**src/hdl/stpg_pkg.sv**
```systemverilog
// ----------------------------------------------------------------------------
// stpg_pkg
// Shared types and constants of the sensor test pattern generator.
// ----------------------------------------------------------------------------
package stpg_pkg;

   localparam int NOW_W   = 32;
   localparam int LEVEL_W = 16;
   localparam int DELTA_W = 17;

   localparam logic [2:0] MODE_DISC  = 3'd0;
   localparam logic [2:0] MODE_FILL  = 3'd1;
   localparam logic [2:0] MODE_DRAIN = 3'd2;
   localparam logic [2:0] MODE_SPIKE = 3'd3;
   localparam logic [2:0] MODE_FLUCT = 3'd4;
   localparam logic [2:0] MODE_STUCK = 3'd5;

   localparam logic [1:0] CSR_SIM_MODE    = 2'd0;
   localparam logic [1:0] CSR_DISC_THRESH = 2'd1;
   localparam logic [1:0] CSR_SPIKE_DELTA = 2'd2;
   localparam logic [1:0] CSR_FLUCT_DELTA = 2'd3;

   localparam logic [2:0]  RST_SIM_MODE    = MODE_DISC;
   localparam logic [15:0] RST_DISC_THRESH = 16'd30000;
   localparam logic [13:0] RST_SPIKE_DELTA = 14'd10000;
   localparam logic [14:0] RST_FLUCT_DELTA = 15'd5000;

   localparam logic [15:0] FILL_CAP    = 16'd45000;
   localparam logic [15:0] DRAIN_FLOOR = 16'd32000;
   localparam logic [15:0] SPIKE_LOW   = 16'd32000;
   localparam logic [15:0] SPIKE_HIGH  = 16'd48000;
   localparam logic [15:0] BASELINE    = 16'd36000;
   localparam logic [15:0] STUCK_START = 16'd37000;
   localparam logic [15:0] FLUCT_START = 16'd38000;
   localparam logic [15:0] DISC_OFFSET = 16'd500;
   localparam logic [15:0] DRIFT_STEP  = 16'd200;
   localparam logic [15:0] FLUCT_BIAS  = 16'd1000;

   localparam logic [DELTA_W-1:0] ELAPSED_MAX = 17'h1FFFF;

   typedef struct packed {
      logic [2:0]  sim_mode;
      logic [15:0] disconnect_threshold;
      logic [13:0] spike_delta;
      logic [14:0] fluct_delta;
   } cfg_type;

   typedef struct packed {
      logic               init;
      logic [DELTA_W-1:0] delta;
   } ramp_type;

   typedef struct packed {
      logic spike_win;
      logic spike_up;
      logic fluct_hi;
   } phase_type;

endpackage

```
**src/hdl/sensor_test_pattern_generator.sv**
```systemverilog
// ----------------------------------------------------------------------------
// sensor_test_pattern_generator
// Synthetic raw level-probe readings, one per read transaction.
// ----------------------------------------------------------------------------
// A read transaction carries the current millisecond time and returns one
// 16-bit raw value. A new read is taken every cycle unless a result waits on
// rsp_tready, which holds the whole pipeline. Each result goes through the
// window decode of the time (reciprocal and back-multiplies for now mod
// 24000, then window quotients) and the level register. The user must write
// configuration only while no read is in flight; the block does not enforce it.
module sensor_test_pattern_generator
   import stpg_pkg::*;
(
   input  logic               clock,
   input  logic               reset,
   input  logic               req_tvalid,
   output logic               req_tready,
   input  logic [NOW_W-1:0]   req_tdata,   // [31:0] now_ms
   output logic               rsp_tvalid,
   input  logic               rsp_tready,
   output logic [LEVEL_W-1:0] rsp_tdata,   // [15:0] raw_value
   input  logic               csr_we,
   input  logic [1:0]         csr_index,
   input  logic [15:0]        csr_wdata
);

   localparam int DEPTH = 5;

   cfg_type            cfg_ff, cfg_in;
   logic [DEPTH-1:0]   vld_ff, vld_in;
   logic               rsp_tvalid_ff, rsp_tvalid_in;
   logic [NOW_W-1:0]   now_ff;
   logic               advance;
   ramp_type           ramp;
   phase_type          flags;

   assign advance    = ~rsp_tvalid_ff | rsp_tready;
   assign req_tready = advance;
   assign rsp_tvalid = rsp_tvalid_ff;

   always_comb begin
      cfg_in = cfg_ff;
      if (csr_we) begin
         case (csr_index)
            CSR_SIM_MODE:    cfg_in.sim_mode             = csr_wdata[2:0];
            CSR_DISC_THRESH: cfg_in.disconnect_threshold = csr_wdata;
            CSR_SPIKE_DELTA: cfg_in.spike_delta          = csr_wdata[13:0];
            CSR_FLUCT_DELTA: cfg_in.fluct_delta          = csr_wdata[14:0];
            default:         cfg_in = cfg_ff;
         endcase
      end
      vld_in        = vld_ff;
      rsp_tvalid_in = rsp_tvalid_ff;
      if (advance) begin
         vld_in        = {vld_ff[DEPTH-2:0], req_tvalid};
         rsp_tvalid_in = vld_ff[DEPTH-1];
      end
   end

   always_ff @(posedge clock) begin
      if (reset) begin
         cfg_ff.sim_mode             <= RST_SIM_MODE;
         cfg_ff.disconnect_threshold <= RST_DISC_THRESH;
         cfg_ff.spike_delta          <= RST_SPIKE_DELTA;
         cfg_ff.fluct_delta          <= RST_FLUCT_DELTA;
         vld_ff                      <= '0;
         rsp_tvalid_ff               <= 1'b0;
      end else begin
         cfg_ff        <= cfg_in;
         vld_ff        <= vld_in;
         rsp_tvalid_ff <= rsp_tvalid_in;
      end
   end

   always_ff @(posedge clock) begin
      if (advance) begin
         now_ff <= req_tdata;
      end
   end

   stpg_ramp u_ramp (
      .clock       (clock),
      .reset       (reset),
      .enable      (advance),
      .step        (advance & vld_ff[0]),
      .clear_start (csr_we && (csr_index == CSR_SIM_MODE)),
      .now         (now_ff),
      .ramp        (ramp)
   );

   stpg_phase u_phase (
      .clock  (clock),
      .enable (advance),
      .now    (now_ff),
      .flags  (flags)
   );

   stpg_level u_level (
      .clock  (clock),
      .update (advance & vld_ff[DEPTH-1]),
      .cfg    (cfg_ff),
      .ramp   (ramp),
      .flags  (flags),
      .level  (rsp_tdata)
   );

endmodule

```
**src/hdl/stpg_phase.sv**
```systemverilog
// ----------------------------------------------------------------------------
// stpg_phase
// Time-window flags from the millisecond count: now mod 24000 is formed by
// reciprocal multiplication, then the 1200/300/400 ms windows are decoded.
// ----------------------------------------------------------------------------
module stpg_phase
   import stpg_pkg::*;
(
   input  logic             clock,
   input  logic             enable,
   input  logic [NOW_W-1:0] now,
   output phase_type        flags
);

   localparam int LOW_W  = 6;
   localparam int Q_W    = NOW_W - LOW_W;
   localparam int MOD_K  = 35;
   localparam int P1_W   = 53;
   localparam int QUOT_W = 18;
   localparam int P2_W   = 27;
   localparam int R_W    = 15;
   localparam int RP_W   = 32;

   localparam logic [P2_W-1:0] MOD_DIV   = 27'd375;
   // truncated reciprocal: quotient is never high, at most one low
   localparam logic [P2_W-1:0] MOD_RECIP =
      27'((64'd1 << MOD_K) / 64'd375);
   localparam logic [16:0] RECIP_300  = 17'(((64'd1 << 24) + 64'd299) / 64'd300);
   localparam logic [16:0] RECIP_400  = 17'(((64'd1 << 24) + 64'd399) / 64'd400);
   localparam logic [16:0] RECIP_1200 = 17'(((64'd1 << 26) + 64'd1199) / 64'd1200);

   logic [Q_W-1:0]   q1_ff, q2_ff;
   logic [LOW_W-1:0] low1_ff, low2_ff;
   logic [P1_W-1:0]  prod1_ff, prod1_in;
   logic [P2_W-1:0]  prod2_ff, prod2_in;
   logic [R_W-1:0]   rem_ff, rem_in;
   phase_type        flags_ff, flags_in;

   logic [QUOT_W-1:0] quot;
   logic [P2_W-1:0]   diff, diff_adj;
   logic [RP_W-1:0]   p300, p400, p1200;
   logic [4:0]        win_idx;

   always_comb begin
      prod1_in = {27'd0, now[NOW_W-1:LOW_W]} * {26'd0, MOD_RECIP};
      quot     = prod1_ff[P1_W-1:MOD_K];
      prod2_in = {9'd0, quot} * MOD_DIV;
      diff     = {1'b0, q2_ff} - prod2_ff;
      diff_adj = (diff >= MOD_DIV) ? diff - MOD_DIV : diff;
      rem_in   = {diff_adj[8:0], low2_ff};
      p300     = {17'd0, rem_ff} * {15'd0, RECIP_300};
      p400     = {17'd0, rem_ff} * {15'd0, RECIP_400};
      p1200    = {17'd0, rem_ff} * {15'd0, RECIP_1200};
      win_idx  = p1200[30:26];
      flags_in.spike_win = (win_idx == 5'd0) || (win_idx == 5'd5) ||
                           (win_idx == 5'd10) || (win_idx == 5'd15);
      flags_in.spike_up  = ~p300[24];
      flags_in.fluct_hi  = ~p400[24];
   end

   always_ff @(posedge clock) begin
      if (enable) begin
         q1_ff    <= now[NOW_W-1:LOW_W];
         low1_ff  <= now[LOW_W-1:0];
         prod1_ff <= prod1_in;
         q2_ff    <= q1_ff;
         low2_ff  <= low1_ff;
         prod2_ff <= prod2_in;
         rem_ff   <= rem_in;
         flags_ff <= flags_in;
      end
   end

   assign flags = flags_ff;

endmodule

```
**src/hdl/stpg_ramp.sv**
```systemverilog
// ----------------------------------------------------------------------------
// stpg_ramp
// Tracks start-up and the previous read time; yields the ramp step
// floor(3*e/5) with the elapsed time e saturated.
// ----------------------------------------------------------------------------
module stpg_ramp
   import stpg_pkg::*;
(
   input  logic             clock,
   input  logic             reset,
   input  logic             enable,
   input  logic             step,
   input  logic             clear_start,
   input  logic [NOW_W-1:0] now,
   output ramp_type         ramp
);

   localparam int X_W    = DELTA_W + 2;
   localparam int DIV_K  = 22;
   localparam int PR_W   = 39;
   localparam logic [19:0] RECIP_5 = 20'(((64'd1 << DIV_K) + 64'd4) / 64'd5);

   logic               started_ff, started_in;
   logic [NOW_W-1:0]   last_ff, last_in;
   logic [DELTA_W-1:0] e1_ff, e1_in;
   logic [PR_W-1:0]    prod_ff, prod_in;
   logic [DELTA_W-1:0] d3_ff, d4_ff;
   logic               init1_ff, init2_ff, init3_ff, init4_ff;

   logic [NOW_W-1:0] diff;
   logic [X_W-1:0]   x;

   always_comb begin
      diff = now - last_ff;
      if (!started_ff) begin
         e1_in = '0;
      end else if (diff > {15'd0, ELAPSED_MAX}) begin
         e1_in = ELAPSED_MAX;
      end else begin
         e1_in = diff[DELTA_W-1:0];
      end
      started_in = started_ff;
      last_in    = last_ff;
      if (clear_start) begin
         started_in = 1'b0;
      end else if (step) begin
         started_in = 1'b1;
         last_in    = now;
      end
      x       = {2'b00, e1_ff} + {1'b0, e1_ff, 1'b0};
      prod_in = {20'd0, x} * {19'd0, RECIP_5};
   end

   always_ff @(posedge clock) begin
      if (reset) begin
         started_ff <= 1'b0;
         last_ff    <= '0;
      end else begin
         started_ff <= started_in;
         last_ff    <= last_in;
      end
   end

   always_ff @(posedge clock) begin
      if (enable) begin
         e1_ff    <= e1_in;
         init1_ff <= ~started_ff;
         prod_ff  <= prod_in;
         init2_ff <= init1_ff;
         d3_ff    <= prod_ff[DIV_K+DELTA_W-1:DIV_K];
         init3_ff <= init2_ff;
         d4_ff    <= d3_ff;
         init4_ff <= init3_ff;
      end
   end

   assign ramp.init  = init4_ff;
   assign ramp.delta = d4_ff;

endmodule

```
**src/hdl/stpg_level.sv**
```systemverilog
// ----------------------------------------------------------------------------
// stpg_level
// Level state and per-mode update; the level register is the result data.
// ----------------------------------------------------------------------------
module stpg_level
   import stpg_pkg::*;
(
   input  logic               clock,
   input  logic               update,
   input  cfg_type            cfg,
   input  ramp_type           ramp,
   input  phase_type          flags,
   output logic [LEVEL_W-1:0] level
);

   logic [LEVEL_W-1:0] level_ff, level_in;
   logic [LEVEL_W-1:0] disc, base, start;
   logic [17:0]        fill_sum, drain_lim, fluct_hi;
   logic [15:0]        amp;
   logic signed [17:0] sv;

   always_comb begin
      disc = (cfg.disconnect_threshold >= DISC_OFFSET) ?
             cfg.disconnect_threshold - DISC_OFFSET : '0;
      case (cfg.sim_mode)
         MODE_FILL:  start = DRAIN_FLOOR;
         MODE_DRAIN: start = FILL_CAP;
         MODE_SPIKE: start = BASELINE;
         MODE_FLUCT: start = FLUCT_START;
         MODE_STUCK: start = STUCK_START;
         default:    start = disc;
      endcase
      base = ramp.init ? start : level_ff;

      fill_sum  = {2'b00, base} + {1'b0, ramp.delta};
      drain_lim = {1'b0, ramp.delta} + {2'b00, DRAIN_FLOOR};
      amp       = {1'b0, cfg.fluct_delta} + FLUCT_BIAS;
      fluct_hi  = {2'b00, BASELINE} + {2'b00, amp};
      sv        = flags.spike_up ? $signed({2'b00, base}) + $signed({4'b0, cfg.spike_delta})
                                 : $signed({2'b00, base}) - $signed({4'b0, cfg.spike_delta});

      case (cfg.sim_mode)
         MODE_FILL: begin
            level_in = (fill_sum > {2'b00, FILL_CAP}) ? FILL_CAP : fill_sum[15:0];
         end
         MODE_DRAIN: begin
            level_in = ({2'b00, base} < drain_lim) ? DRAIN_FLOOR
                                                   : base - ramp.delta[15:0];
         end
         MODE_SPIKE: begin
            if (flags.spike_win) begin
               if (sv < $signed({2'b00, SPIKE_LOW})) begin
                  level_in = SPIKE_LOW;
               end else if (sv > $signed({2'b00, SPIKE_HIGH})) begin
                  level_in = SPIKE_HIGH;
               end else begin
                  level_in = sv[15:0];
               end
            end else if (base > BASELINE) begin
               level_in = (base - BASELINE < DRIFT_STEP) ? BASELINE : base - DRIFT_STEP;
            end else if (base < BASELINE) begin
               level_in = (BASELINE - base < DRIFT_STEP) ? BASELINE : base + DRIFT_STEP;
            end else begin
               level_in = base;
            end
         end
         MODE_FLUCT: begin
            if (flags.fluct_hi) begin
               level_in = (fluct_hi > 18'd65535) ? 16'hFFFF : fluct_hi[15:0];
            end else begin
               level_in = (amp >= BASELINE) ? '0 : BASELINE - amp;
            end
         end
         MODE_STUCK: level_in = base;
         default:    level_in = disc;
      endcase
   end

   always_ff @(posedge clock) begin
      if (update) begin
         level_ff <= level_in;
      end
   end

   assign level = level_ff;

endmodule
```
**config.mk**
```make
export PLATFORM = sky130hd
export DESIGN_NAME = sensor_test_pattern_generator
export DESIGN_NICKNAME = d
export VERILOG_FILES = /design/src/hdl/stpg_pkg.sv /design/src/hdl/sensor_test_pattern_generator.sv /design/src/hdl/stpg_phase.sv /design/src/hdl/stpg_ramp.sv /design/src/hdl/stpg_level.sv
export SDC_FILE = /design/constraint.sdc
export NUM_CORES = 2
export LEC_CHECK = 0
export BUFFER_PORTS_ARGS = -buffer_cell sky130_fd_sc_hd__buf_2
export CORE_MARGIN = 8
export CORE_UTILIZATION = 35
export CTS_CLUSTER_DIAMETER = 50
export DETAILED_ROUTE_END_ITERATION = 8
export PLACE_DENSITY = 0.59
export SKIP_LAST_GASP = 1
export SLEW_MARGIN = 20
export SYNTH_ARGS = -nofsm -noshare
export SYNTH_HDL_FRONTEND = slang
export SYNTH_SLANG_ARGS = --single-unit
```
**constraint.sdc**
```tcl
create_clock -name clock -period 16.35 [get_ports clock]
set_clock_uncertainty 0.1 [all_clocks]
set_input_delay 3.27 -clock clock [delete_from_list [all_inputs] [get_ports clock]]
set_output_delay 3.27 -clock clock [all_outputs]
set_load 0.02 [all_outputs]
```
# == Word-level counts from Yosys, hierarchy flattened ==
# Index checks and enable logic that the tools add are counted.
# word_totals
ff_bits,387
output_inout_bits,18
word_cells,113
# op_classes
bitwise,8
magnitude_cmp,13
n_addsub,17
reduce_logical,12
multipliers,5
n_eq_ne,11
mux,19
# ops
op,n
$mux 16,14
$pmux 16 s5,2
$mul 26x23->49 const B,1
$mul 19x20->39 const B,1
$gt 18x16->1 const B,2
$gt 32x17->1 const B,1
$lt 16x8->1 const B,2
$sub 16x16->16 const A,2
$sub 32x32->32,1
$mul 15x16->31 const B,1
$ge 27x9->1 const B,1
$mul 18x9->27 const B,1
$sub 26x27->27,1
$mul 15x13->22 const B,1
$add 17x18->19,1
$add 16x17->18,1
$add 17x15->18 const B,1
$gt 18x17->1 const B,1
$lt 16x18->1,1
$lt 18x16->1 const B,1
$mux 18,1
$add 16x14->17,1
$add 16x16->17 const A,1
$mux 17,1
other kinds (29),44

# == Depth between registers and ports, before layout ==
# logic_depth
ltp_word,11
mapped_depth,37

# == Modules after synthesis ==
# From an unflattened synthesis, not the netlist that was laid out.
# unflattened
hier_cells,5195
area_unflattened_um2,49980.4
# by_module_without_submodules
mod,cells_each,n_inst,area_per_inst_um2,seq_area_each_um2
stpg_phase,2512,1,26968.4,3813.7
stpg_ramp,1205,1,11488.5,2822.7
stpg_level,1211,1,8567.0,480.5
sensor_test_pattern_generator,267,1,2956.6,2042.0

# == Least setup slack after synthesis ==
# Ideal clock, no wire load.
# synth_timing
path_type,in2out
startpoint,in rsp_tready
endpoint,out req_tready
arrival_ns,8.014
path_slack_ns,4.966
stages,2
cell_sequence,nor2b_1 inv_1
# synth_via
elab_chain_len,1
# synth_lines
element,line,text
start: declaration,sensor_test_pattern_generator.sv:20,"input logic rsp_tready,"
$or 1x1->1,sensor_test_pattern_generator.sv:37,assign advance = ~rsp_tvalid_ff | rsp_tready;
end: declaration,sensor_test_pattern_generator.sv:17,"output logic req_tready,"
# Every way passes these cells.

# == Worst setup path after layout ==
# layout_timing
startpoint,reg u_ramp.e1_ff[0]
endpoint,"reg u_ramp.prod_ff[38], data pin"
# layout_via
elab_chain_len,2
# layout_lines
element,line,text
start: declaration,stpg_ramp.sv:25,"logic [DELTA_W-1:0] e1_ff, e1_in;"
start signal: assignment,stpg_ramp.sv:66,e1_ff <= e1_in;
$add 17x18->19,stpg_ramp.sv:50,"x = {2'b00, e1_ff} + {1'b0, e1_ff, 1'b0};"
$mul 19x20->39,stpg_ramp.sv:51,"prod_in = {20'd0, x} * {19'd0, RECIP_5};"
via u_ramp.prod_in[38],stpg_ramp.sv:26,"logic [PR_W-1:0] prod_ff, prod_in;"
end signal: assignment,stpg_ramp.sv:68,prod_ff <= prod_in;
end: declaration,stpg_ramp.sv:26,
# The timed path passes the listed nets, and every way through them passes these cells.
# A chain may end at the register's enable or synchronous reset.

==> results.md <==
GRT:
- The via count of the first global-routing pass is between 30000 and 40000.
- The total routing resource utilization after global routing is between 10% and 20%.
- The first-pass GRT wire length is about 180000 um.
- The initial antenna violation count is 1.
- For this run the aggregate overflow at the end of global routing stands at 0.
- Entering global routing, the biggest net connects 116 pins.

Yosys:
- By area the synthesized netlist is led by sky130_fd_sc_hd__fa_1 25%, sky130_fd_sc_hd__ha_1 21%, sky130_fd_sc_hd__edfxtp_1 16%.
- The post-synthesis share of cell area spent on and, or, nand and nor gates is 9.14%.
- The biggest area contributor in the post-synthesis netlist is sky130_fd_sc_hd__fa_1.
- After synthesis the netlist holds a flip-flop and latch count of approximately 330.
- The most frequent cell after synthesis is sky130_fd_sc_hd__inv_1.
- By area, the combinational part of the netlist is dominated by adder cells.
- The number of instances in the synthesized netlist is 4812.
- The synthesized netlist devotes a little under an eighth of its cell area to compound gates.
- The combined area of all synthesized cells is roughly 47000 um^2.
- The mean instance size in the synthesized netlist is ~10 um^2.
- After synthesis, the most frequently instantiated cells are 1048 x sky130_fd_sc_hd__inv_1, 802 x sky130_fd_sc_hd__ha_1, 601 x sky130_fd_sc_hd__fa_1.
- Summing the sequential cell areas from Yosys gives approximately a fifth of the chip area.
- The share of the synthesized area in the top cell type is 25.4%.
- The synthesized netlist net count is approximately 6300.
- Counting flops with an async set or reset pin after synthesis yields a share of 0%.
- The xor and xnor fraction of the mapped netlist area is under 10%.
- The netlist uses 102 different library cells.
- The mux share of post-synthesis cell area is less than 1%.
- Among all flip-flop cells after synthesis, the most frequent one is sky130_fd_sc_hd__edfxtp_1.
- Summing the areas of all fa, ha and maj instances in the mapped netlist gives around 47% of the synthesized area.
- Yosys printed 0 warnings.
- The synthesized design contains about 250 enable-type register cells.

Job:
- The number of max-cap violations is 0.

Clock tree:
- The root buffer cell chosen for the clock tree is sky130_fd_sc_hd__clkbuf_16.
- The TritonCTS clock tree is done.
- In this run the deepest clock path goes through 3 buffers.
- Clock-pin slew was measured on the worst setup and hold paths at about 0.060 ns.
- The number of buffers added by the clock tree synthesis step is between 50 and 60.
- The number of buffers inserted by hold repair at cts is 0.
- The post-cts repair resize count is 0.
- The H-tree was split into 2 levels.
- Buffers added to address setup during post-CTS repair amount to 0.
- Clock tree synthesis found a total of ~330 sinks.
- The clock latency at the later pin of the worst-skew pair is about 0.64 ns.

Finish:
- The repair_antennas step left the layout with diodes totalling 0.
- The number of nets in the layout is approximately 6400.
- From synthesis to final layout, the design area changed by 9.27%.
- The share of post-route cells with drive strength above 1 is around 5.3%.

Floorplanning:
- The floorplan step defined a die boundary enclosing 147000 um^2.
- The core region area is 135000 um^2.
- The floorplan has about 140 rows.
- The count of pins on the block boundary is 73.
- Measured along the y axis, the die boundary spans 384 um.
- The die width is 384 um.
- The initial core utilization is 35.1%.

Detailed routing:
- Before antenna repair, the detailed router went through 8 iterations.
- Once detail routing completed, the nets flagged for antenna violations numbered 0.
- In the final routed layout, each cell accounts on average for 16.9 um.
- Wires add up to approximately 110000 um.
- The detail-routed via count per cell is 4.97.
- The residual DRC count is 0.
- The total number of vias is roughly 33000.
- The detailed router finished its first iteration with between 1500 and 2000 violations.

Worst setup path:
- The dominant cell type by count on the critical path is sky130_fd_sc_hd__fa_1.
- STA classifies the critical path startpoint as a flop.
- The delay contributed by the slowest stage of the critical path is approximately 0.59 ns.
- STA classifies the critical path endpoint as a flop.
- The setup path with the least slack is of type reg -> reg.
- The required arrival time at the worst endpoint is between 15 and 20 ns.
- The cell with the largest stage delay on the worst path is sky130_fd_sc_hd__fa_1.
- STA puts the critical path data arrival time at 9.80 ns.
- Of all nets on the critical path, the largest fanout is 6.

Timing:
- The headroom to the max-slew limit is between 20% and 30%.
- After routing, the total negative slack on setup checks comes to 0 ns.
- The worst path in the final design needs a cycle of 9.54 ns, including I/O delays and setup.
- Setup repair after global routing left no endpoint under its margin.
- The count of final hold-check violations is 0.
- Derived from the worst setup path, the maximum achievable clock frequency is between 0.1 and 0.15 GHz.
- Setup violations remaining at the end of the flow were counted as 0.
- The pin slew with the least headroom to its limit is 1.12 ns.
- The post-route clock period utilization is about three fifths.
- The final count of pins violating max slew came to 0.

Run status:
- The run finished with clean final reports.

Placed design:
- The congestion estimate from routability-driven global placement came to 0.950.
- The number of port buffers is 72.
- Summed over all nets, the half-perimeter wirelength after detailed placement is about 93000 um.

Worst hold path:
- The tightest min-delay check is of the reg -> reg type.
-- layout by cell type, fill, tap and decap left out, types with 20 or more instances in the layout --
master                         n
sky130_fd_sc_hd__a211oi_1     29
sky130_fd_sc_hd__nand2_1     300
sky130_fd_sc_hd__dfxtp_1      87
sky130_fd_sc_hd__xnor2_1     140
sky130_fd_sc_hd__clkbuf_16    55
sky130_fd_sc_hd__o21ai_0     133
sky130_fd_sc_hd__a21o_1       70
sky130_fd_sc_hd__nand3b_1     26
sky130_fd_sc_hd__o21a_1       39
sky130_fd_sc_hd__nand3_1      70
sky130_fd_sc_hd__o211ai_1     26
sky130_fd_sc_hd__a31oi_1      50
sky130_fd_sc_hd__buf_4        35
sky130_fd_sc_hd__fa_1        601
sky130_fd_sc_hd__or3_1        20
sky130_fd_sc_hd__a21oi_1     237
sky130_fd_sc_hd__o21bai_1     21
sky130_fd_sc_hd__nor2b_1      36
sky130_fd_sc_hd__and3_1       24
sky130_fd_sc_hd__nor3_1       65
sky130_fd_sc_hd__inv_1      1047
sky130_fd_sc_hd__nor2_1      204
sky130_fd_sc_hd__ha_1        802
sky130_fd_sc_hd__buf_2        72
sky130_fd_sc_hd__edfxtp_1    247
sky130_fd_sc_hd__nand2b_1     34
sky130_fd_sc_hd__xor2_1       78
-- per-layer routing --
layer	global-route usage [%]	vias up	part of all wire [%]
li1	-	16240	-
met1	21.5	16351	47
met2	25.2	632	46
met3	2.04	168	4.7
met4	3.89	0	2.5
met5	0	-	0
-- kinds of logic after synthesis --
group | count (synthesis)
and+or+nand+nor | 894
muxes | 13
adders and majority gates | 1403
DFF | 334
buffers and inverters | 1132
xor gates and xnor gates | 218
AOI/OAI and AO/OA | 818
-- area by class of cell --
class / count / area, um^2
flip-flops and latches: 334 / 9160
inverters: 1055 / 3970
multi-input cells: 3346 / 33900
fillers: 13229 / 83200
clock buffers: 61 / 1420
well taps: 1781 / 2230
repair buffers: 107 / 623
clock inverters: 36 / 450
-- flip-flops by register name (all words and copies together), names as in the netlist --
register and cells:
cfg_ff 48, now_ff 32, rsp_tvalid 1, u_level.level 16, u_phase.flags 3, u_phase.low1_ff 6
u_phase.low2_ff 6, u_phase.prod1_ff 18, u_phase.prod2_ff 27, u_phase.q1_ff 26, u_phase.q2_ff 26, u_phase.rem_ff 15
u_ramp.d3_ff 17, u_ramp.d4_ff 17, u_ramp.e1_ff 17, u_ramp.init1_ff 1, u_ramp.init2_ff 1, u_ramp.init3_ff 1
u_ramp.init4_ff 1, u_ramp.last_ff 32, u_ramp.prod_ff 17, u_ramp.started_ff 1, vld_ff 5
-- path summary, 6_finish.rpt --
| kind | endpoint | slack, ns | cells past startpoint | startpoint |
|---|---|---|---|---|
| setup / recovery | u_ramp.prod_ff[38]$_DFFE_PN_ | 6.81 | 35 | u_ramp.e1_ff[0]$_SDFFCE_PN0N_ |
| hold / removal | u_ramp.d3_ff[5]$_DFFE_PN_ | 0.31 | 0 | u_ramp.prod_ff[27]$_DFFE_PN_ |
| setup reg to reg | u_ramp.prod_ff[38]$_DFFE_PN_ | 6.81 | 35 | u_ramp.e1_ff[0]$_SDFFCE_PN0N_ |
| hold reg to reg | u_ramp.d3_ff[5]$_DFFE_PN_ | 0.31 | 0 | u_ramp.prod_ff[27]$_DFFE_PN_ |
-- worst max-delay path, delay by kind of cell, from the launching register on --
family	cells	cell delay, ns
AO/OA/AOI/OAI	16	3.46
flip-flops	1	0.49
XOR/XNOR	2	0.35
buffers and inverters	4	0.25
AND/OR/NAND/NOR	4	0.62
adder cells (fa/ha/maj)	9	4.02
-- through the flow --
step	setup slack, ns	cell area, um^2	utilization [%]	hold slack [ns]	cells
floorplan	4.97	47400	-	0.300	4812
global placement	6.92	49900	37.0	0.301	6623
detailed placement	6.76	49900	37.0	0.305	6623
CTS	6.74	51800	38.4	0.301	6720
global route	6.11	51800	38.4	0.313	6720
finish	6.81	51800	38.4	0.305	6720
Power is not shown: default switching activity piles up to over one toggle a cycle in this logic, so the estimate is an artifact.
